`src/hdl/csr_pkg.sv`:
```
// Shared types, codes and constants of the compressed sparse row adjacency block.
package csr_pkg;

    // Default sizes of the row table and of the neighbor store.
    localparam int DEF_MAX_VERTICES = 1024;
    localparam int DEF_MAX_EDGES    = 16384;

    // Fixed field widths.
    localparam int ACT_W      = 2;
    localparam int VERT_W     = 10;
    localparam int COL_W      = 10;
    localparam int CFG_W      = 11;
    localparam int CFG_ADDR_W = 1;
    localparam int STAT_W     = 3;
    localparam int CNT_W      = 15;
    localparam int ROWS_W     = 11;
    localparam int S_TDATA_W  = 24;
    localparam int S_TUSER_W  = 2;
    localparam int M_TDATA_W  = 64;

    // Configuration register indexes.
    localparam logic [CFG_ADDR_W-1:0] CFG_NUM_VERTICES = 1'b0;
    localparam logic [CFG_ADDR_W-1:0] CFG_NUM_COLUMNS  = 1'b1;

    // Item kinds; the fourth code changes no state but still gets a result.
    localparam logic [ACT_W-1:0] ACT_ADD   = 2'd0;
    localparam logic [ACT_W-1:0] ACT_CLOSE = 2'd1;
    localparam logic [ACT_W-1:0] ACT_QUERY = 2'd2;

    typedef enum logic [STAT_W-1:0] {
        ST_OK        = 3'd0,
        ST_ROW_ORDER = 3'd1,
        ST_ROW_RANGE = 3'd2,
        ST_COL_RANGE = 3'd3,
        ST_FULL      = 3'd4,
        ST_NOT_BUILT = 3'd5
    } t_status;

    typedef enum logic [2:0] {
        S_IDLE,
        S_EXEC,
        S_RS_BEGIN,
        S_RS_END,
        S_SCAN,
        S_DONE
    } t_state;

    // Commands from the controller to the datapath.
    typedef struct packed {
        logic take;        // capture the accepted item
        logic exec;        // capture the check result
        logic append;      // store the column, advance the fill pointer
        logic close;       // seal the current row
        logic rs_rd;       // read the row start table
        logic rs_rd_next;  // read at vertex + 1 instead of vertex
        logic take_begin;  // load the scan pointer from the table
        logic take_end;    // load the scan end from the table
        logic scan_step;   // one step of the slice scan
        logic load_out;    // load the result register
    } t_csr_cmd;

    // Status from the datapath to the controller.
    typedef struct packed {
        logic [ACT_W-1:0] action;
        t_status          chk;
        logic             scan_done;
        logic             out_free;
    } t_csr_sts;

endpackage

```
`src/hdl/csr_ctrl.sv`:
```
// Controller state machine that sequences item checks, updates and row scans.
module csr_ctrl
    import csr_pkg::*;
(
    input  logic     i_clk,
    input  logic     i_rst_n,
    input  logic     i_item_valid,
    output logic     o_item_ready,
    input  t_csr_sts i_sts,
    output t_csr_cmd o_cmd
);

    t_state r_state;
    t_state n_state;

    always_ff @(posedge i_clk) begin
        if (!i_rst_n) begin
            r_state <= S_IDLE;
        end else begin
            r_state <= n_state;
        end
    end

    always_comb begin
        n_state = r_state;
        case (r_state)
            S_IDLE: begin
                if (i_item_valid) n_state = S_EXEC;
            end
            S_EXEC: begin
                if (i_sts.action == ACT_QUERY && i_sts.chk == ST_OK) n_state = S_RS_BEGIN;
                else n_state = S_DONE;
            end
            S_RS_BEGIN: n_state = S_RS_END;
            S_RS_END:   n_state = S_SCAN;
            S_SCAN: begin
                if (i_sts.scan_done) n_state = S_DONE;
            end
            S_DONE: begin
                if (i_sts.out_free) n_state = S_IDLE;
            end
            default: n_state = S_IDLE;
        endcase
    end

    always_comb begin
        o_cmd        = '0;
        o_item_ready = 1'b0;
        case (r_state)
            S_IDLE: begin
                o_item_ready = 1'b1;
                o_cmd.take   = i_item_valid;
            end
            S_EXEC: begin
                o_cmd.exec = 1'b1;
                case (i_sts.action)
                    ACT_ADD:   o_cmd.append = (i_sts.chk == ST_OK);
                    ACT_CLOSE: o_cmd.close  = (i_sts.chk == ST_OK);
                    ACT_QUERY: o_cmd.rs_rd  = (i_sts.chk == ST_OK);
                    default:   o_cmd.exec   = 1'b1;
                endcase
            end
            S_RS_BEGIN: begin
                o_cmd.take_begin = 1'b1;
                o_cmd.rs_rd      = 1'b1;
                o_cmd.rs_rd_next = 1'b1;
            end
            S_RS_END: o_cmd.take_end  = 1'b1;
            S_SCAN:   o_cmd.scan_step = 1'b1;
            S_DONE:   o_cmd.load_out  = i_sts.out_free;
            default:  o_cmd = '0;
        endcase
    end

endmodule

```
`config.mk`:
```
export PLATFORM = sky130hd
export DESIGN_NAME = csr_ctrl
export DESIGN_NICKNAME = d
export VERILOG_FILES = /design/src/hdl/csr_pkg.sv /design/src/hdl/csr_ctrl.sv
export SDC_FILE = /design/constraint.sdc
export NUM_CORES = 1
export LEC_CHECK = 0
export BUFFER_PORTS_ARGS = -buffer_cell sky130_fd_sc_hd__buf_2
export CAP_MARGIN = 15
export CORE_AREA = 2 2 39 41
export CTS_BUF_LIST = sky130_fd_sc_hd__clkbuf_16
export DETAILED_ROUTE_END_ITERATION = 7
export DIE_AREA = 0 0 41 43
export PLACE_DENSITY = 0.53
export SKIP_CTS_REPAIR_TIMING = 1
export SLEW_MARGIN = 20
export SYNTH_ARGS = -nofsm -noshare
export SYNTH_HDL_FRONTEND = slang
export SYNTH_SLANG_ARGS = --single-unit
```
`constraint.sdc`:
```
create_clock -name i_clk -period 3.2 [get_ports i_clk]
set_input_delay 0.32 -clock i_clk [delete_from_list [all_inputs] [get_ports i_clk]]
set_output_delay 0.32 -clock i_clk [all_outputs]
set_load 0.02 [all_outputs]
```
==> results of run 1 <==
-- layer usage --
metal	part of all wire, %	wire (um)
met1	50	339
met2	39	260
met4	1.5	10
met5	0	0
met3	9.1	61
-- layout make-up --
class / count / area [um^2] / area share, %
sequential: 3 / 60.1 / 13.0
timing repair buffer: 20 / 100 / 21.7
clock inverter: 1 / 3.75 / 0.813
inverter: 4 / 16.3 / 3.52
multi-input combinational: 25 / 186 / 40.4
clock buffer: 3 / 75.1 / 16.3
tap: 16 / 20.0 / 4.34
-- worst max path at each step --
| stage | from | endpoint | slack, ns |
|---|---|---|---|
| 3_3_place_gp | r_state[0]$_SDFFE_PN0P_ | o_cmd[5] | 1.45 |
| 4_1_cts | r_state[0]$_SDFFE_PN0P_ | o_cmd[5] | 1.18 |
| 3_5_place_dp | r_state[0]$_SDFFE_PN0P_ | o_cmd[5] | 1.43 |
| 2_1_floorplan | r_state[1]$_SDFFE_PN0P_ | o_cmd[6] | 1.36 |
| 5_1_grt | r_state[0]$_SDFFE_PN0P_ | o_cmd[5] | 1.07 |
| 6_report | r_state[0]$_SDFFE_PN0P_ | o_cmd[5] | 1.19 |
-- Yosys cell counts --
library cell | count | area share [%]
nor2_1 | 1 | 1.3
or2b_1 | 1 | 2.6
clkinv_2 | 1 | 1.7
nor4_1 | 2 | 4.3
buf_6 | 1 | 3.9
nor2b_1 | 1 | 2.2
buf_4 | 2 | 5.2
nor3b_1 | 1 | 2.6
o31ai_1 | 1 | 2.6
or2_1 | 1 | 2.2
o21a_1 | 1 | 2.6
a31oi_1 | 1 | 2.2
and4bb_2 | 1 | 4.3
nand2_1 | 1 | 1.3
or3b_4 | 1 | 3.9
dfxtp_1 | 3 | 21
and3_2 | 1 | 2.6
or3_4 | 1 | 3.9
inv_1 | 3 | 3.9
o21ai_2 | 1 | 3.0
o311ai_0 | 1 | 3.0
and4b_2 | 1 | 3.9
and2_1 | 1 | 2.2
nor3_1 | 3 | 5.2
a21oi_1 | 2 | 3.5
a221oi_2 | 1 | 5.2
-- power groups by stage --
stage	Sequential, mW	Clock [mW]	Combinational [mW]
3_3_place_gp	0.0516	0	0.0647
3_5_place_dp	0.0520	0	0.0646
4_1_cts	0.0515	0.199	0.0649
2_1_floorplan	0.0462	0	0.0522
5_1_grt	0.0530	0.205	0.0715
6_report	0.0520	0.195	0.0641
-- worst max-delay path, cell delays in order (launching register included) --
cell and delay [ns]:
dfxtp_1 0.49, or3b_4 0.46, nor3_1 0.24, or2_1 0.13, buf_2 0.15
-- metrics by stage --
stage | util (%) | power (mW) | worst slack, ns | hold WS [ns] | cell area, um^2
floorplan | - | 0.0983 | 1.36 | 0.438 | 289
global placement | 27.7 | 0.116 | 1.45 | 0.551 | 383
detailed placement | 27.7 | 0.117 | 1.43 | 0.548 | 383
CTS | 33.4 | 0.315 | 1.18 | 0.318 | 462
global route | 33.4 | 0.329 | 1.07 | 0.333 | 462
finish | 33.4 | 0.311 | 1.19 | 0.320 | 462
-- logic make-up after synthesis --
family	after synthesis	synth area share [%]
buffers and inverters	7	14.7
and+or+nand+nor	17	42.4
DFF	3	20.8
AOI/OAI and AO/OA	8	22.1
==> results.py, run 1 <==
metrics = {
    "timing": {
        "fin_skew_ns": 0.0000394,
        "finalSetupViolCount": 0,
        "relSlewSlack_pct": 75.4,
        "fmax_mhz": 497,
        "finalSetupTns_ns": 0,
        "rsz0062_at_grt": "no",
        "fin_crit_ns": 2.01,
        "hold_viol_final": 0,
        "slew_viol_final": 0,
        "tightest_slew_ns": 0.368,
        "period_share_pct": 62.9,
    },
    "grt": {
        "grt_pass1_wl_um": 945,
        "use_met1_pct": 10.9,
        "grt_overflow": 0,
        "antenna_found_initial": 0,
        "grt_usage_pct": 8.43,
        "use_met3_pct": 4.71,
        "grt_pass1_vias": 229,
        "grt_max_degree": 13,
        "grt-busiest-layer": "met1",
        "use_met2_pct": 9.06,
    },
    "setup_path": {
        "reg2reg_setup_slack_ns": 1.81,
        "worstPathMaxFanout": 12,
        "crit_type": "reg2out",
        "worstReg2RegStart": "r_state[0]$_SDFFE_PN0P_",
        "start_kind": "flip-flop",
        "required_ns": 2.88,
        "critPathArrivalTime_ns": 1.69,
        "r2r.worst_path.cells": 4,
        "cp-end-kind": "output pin",
        "r2r-end": "r_state[0]$_SDFFE_PN0P_",
    },
    "power": {
        "leakage_nw": 0.235,
        "peakVddDrop_uv": 352,
        "power_switching_share_pct": 25.6,
        "seqPwrFrac_pct": 16.7,
        "combinationalPowerShare_pct": 20.6,
        "clock_power_share_pct": 62.7,
        "p_int_mw": 0.231,
        "power.density_nw_per_um2": 674,
        "netSwitchingPower_mw": 0.0798,
    },
    "final_layout": {
        "fin_nets": 67,
        "drive_above_1_share_pct": 55.4,
        "n_antenna_cell": 0,
        "layout.cells.non_filler": 72,
        "largest-register": "r_state",
        "area_delta_synth_final_pct": 59.7,
        "largest_register_ffs": 3,
        "final_common_cell": "buf_2",
        "fill_cells": 138,
        "layout_common_cells": "20 x buf_2, 4 x inv_1, 3 x nor3_1, 3 x clkbuf_16, 3 x dfxtp_1",
        "top_regs": "r_state x3",
    },
    "placed_design": {
        "globalplace.congestion": 0.671,
        "hpwl_um": 491,
        "numPortBuffers": 20,
        "dp.cells": 68,
    },
    "worst_hold_path": {
        "hp-class": "in2reg",
        "whs_path_depth": 2,
        "hold_start": "i_rst_n",
        "min_to": "r_state[1]$_SDFFE_PN0P_",
    },
    "floorplanning": {
        "boundaryPins": 21,
        "initial_core_util_pct": 20.9,
        "die_height_um": 43,
        "rows": 14,
        "fp.coreArea_um2": 1380,
        "die_w_um": 41,
        "die_area_um2": 1760,
    },
    "logic_synthesis": {
        "synth_cells": 35,
        "avgSynthCellArea_um2": 8.26,
        "synth_warnings": 0,
        "ys_ff_latch": 3,
        "synth_nets": 45,
        "ys_seq_area_share_pct": 20.8,
        "synth.cell_area_um2": 289,
        "synth.distinct_cells": 26,
    },
    "routing": {
        "drt_iter0_markers": 3,
        "drtPass1Iterations": 2,
        "ant_nets": 0,
        "vias": 309,
        "wl_per_cell_um": 9.33,
        "vias_per_cell": 4.29,
        "routed_wl_um": 672,
        "drcViolationCount": 0,
    },
    "cts": {
        "cts.sinks": 3,
        "cts-buffers-inserted": 3,
        "path_clk_slew_ns": 0.03,
        "clock_latency_ns": 0.22,
        "cts-root-buf": "clkbuf_16",
        "cts_max_level": 1,
        "cts_tree": "yes",
        "max-clock-path-buffers": 2,
    },
    "outcome": {
        "status": "complete, no violations",
    },
    "run": {
        "cap_violations": 0,
    },
}
(Power assumes the default switching activity.)
==> run 2, diff against run 1 <==
- PLACE_DENSITY: 0.53 -> 0.55
- clock period: 3.2 -> 1.65 ns (I/O delays scaled with it)
==> run 2 against run 1 <==
Compared with the run above: the run now ends with setup timing left; utilization grew 2.6 points; sequential power grew 78%; worst setup slack lost 1.2 ns; wire length grew 19%; critical endpoint is now o_cmd[7].
==> results.py, run 2 (synthesis gave the netlist of run 1 again) <==
metrics = {
    "cts": {
        "cts_tree": "yes",
        "path_clk_slew_ns": 0.03,
        "cts_max_level": 1,
        "max-clock-path-buffers": 2,
        "cts-root-buf": "clkbuf_16",
        "cts-buffers-inserted": 3,
        "cts.sinks": 3,
        "clock_latency_ns": 0.22,
    },
    "final_layout": {
        "largest_register_ffs": 3,
        "layout_common_cells": "19 x buf_2, 4 x inv_1, 3 x clkbuf_16, 3 x buf_4",
        "multi_input_area_um2": 204,
        "top_regs": "r_state x3",
        "n_antenna_cell": 0,
        "final_common_cell": "buf_2",
        "fill_cells": 154,
        "fin_nets": 69,
        "layout.cells.non_filler": 74,
        "area_delta_synth_final_pct": 72.3,
        "ff_latch_area_um2": 61.3,
        "largest-register": "r_state",
        "drive_above_1_share_pct": 62.1,
    },
    "setup_path": {
        "cpPeakStageDelay_ns": 0.45,
        "cp-end-kind": "output pin",
        "required_ns": 1.48,
        "path_delay_family": "simple AND/OR/NAND/NOR gates",
        "worstPathCellList": "or3b_4 > nor4_2 > buf_2",
        "crit_type": "reg2out",
        "critPathArrivalTime_ns": 1.49,
        "slowest_stage": "or3b_4",
        "start_kind": "flip-flop",
        "worstPathMaxFanout": 8,
        "cp_num_buf_inv": 1,
    },
    "timing": {
        "tightest_slew_ns": 0.393,
        "setup_slack_ns": -0.00817,
        "finalSetupViolCount": 1,
        "rsz0062_at_grt": "yes",
        "fin_skew_ns": 0.00125,
        "fin_crit_ns": 1.66,
        "relSlewSlack_pct": 73.8,
        "whs_ns": 0.166,
        "period_share_pct": 100,
        "fmax_mhz": 603,
        "slew_viol_final": 0,
        "finalSetupTns_ns": -0.00817,
        "hold_viol_final": 0,
    },
    "routing": {
        "routed_wl_um": 797,
        "wl_per_cell_um": 10.8,
        "drtPass1Iterations": 4,
        "ant_nets": 0,
        "vias": 333,
        "drt_iter0_markers": 2,
        "vias_per_cell": 4.50,
        "drcViolationCount": 0,
    },
    "placed_design": {
        "dp.cells": 70,
        "numPortBuffers": 20,
        "hpwl_um": 536,
        "pre_cts_slack_ns": 0.180,
        "globalplace.congestion": 0.674,
    },
    "grt": {
        "grt_max_degree": 12,
        "grt_pass1_wl_um": 1060,
        "grt_pass1_vias": 285,
        "antenna_found_initial": 0,
        "grt_overflow": 0,
        "grt_usage_pct": 9.22,
    },
    "worst_hold_path": {
        "hp-class": "in2reg",
    },
    "floorplanning": {
        "rows": 14,
        "die_height_um": 43,
        "boundaryPins": 21,
        "initial_core_util_pct": 20.9,
        "die_area_um2": 1760,
        "die_w_um": 41,
        "fp.coreArea_um2": 1380,
    },
    "power": {
        "power_mw": 0.615,
        "leakage_nw": 0.256,
        "peakVddDrop_uv": 717,
        "power.density_nw_per_um2": 1230,
    },
    "run": {
        "cap_violations": 0,
    },
    "outcome": {
        "status": "complete, but fails checks",
        "violations": "setup timing",
    },
}
==> run 2: changes by cell type in the layout (fill, tap and decap cells not counted) <==
cell     change
dfxtp_2      +1
buf_4        +3
nor3_1       -1
nor4_1       -1
nor4_2       +1
nor3_4       +1
dfxtp_1      -1
buf_2        -1
==> run 2: area by class of cell <==
type / instances / share of cell area, %
clock buffers: 3 / 15.1
clock inverters: 1 / 0.754
inverters: 4 / 3.27
multi-input cells: 25 / 41.0
flip-flops and latches: 3 / 12.3
well taps: 16 / 4.02
repair buffers: 22 / 23.6
==> run 2: power by group <==
group | switching, mW | total, mW | internal (mW)
Clock | 0.0624 | 0.375 | 0.312
Sequential | 0.0102 | 0.0927 | 0.0825
Combinational | 0.0862 | 0.148 | 0.0614
==> run 2: routing by layer <==
| layer | routed length [um] | share of wire [%] | vias to the layer above | global-route usage (%) |
|---|---|---|---|---|
| li1 | - | - | 172 | - |
| met5 | 0 | 0 | - | 0 |
| met4 | 0 | 0 | 0 | 8.00 |
| met3 | 66 | 8.3 | 0 | 4.71 |
| met1 | 338 | 42 | 147 | 9.90 |
| met2 | 392 | 49 | 14 | 12.5 |
==> run 2: final timing paths <==
path                                           endpoint  cells after the start  slack (ns)               startpoint
worst max-delay path                           o_cmd[7]                      3      -0.008  r_state[2]$_SDFFE_PN0P_
worst min-delay path            r_state[1]$_SDFFE_PN0P_                      2        0.17                  i_rst_n
worst max register to register  r_state[0]$_SDFFE_PN0P_                      4        0.41  r_state[2]$_SDFFE_PN0P_
worst min register to register  r_state[2]$_SDFFE_PN0P_                      2        0.52  r_state[2]$_SDFFE_PN0P_
==> run 2: per-stage QoR <==
stage	instance area, um^2	utilization [%]
finish	498	36.0
global route	498	36.0
CTS	477	34.4
detailed placement	398	28.8
global placement	398	28.8
floorplan	289	-
==> run 2: worst reg2reg max path: stages (launching register included) <==
cell	delay (ns)
dfxtp_2	0.35
or3b_4	0.45
clkinv_2	0.07
o21ai_2	0.05
a221oi_2	0.23
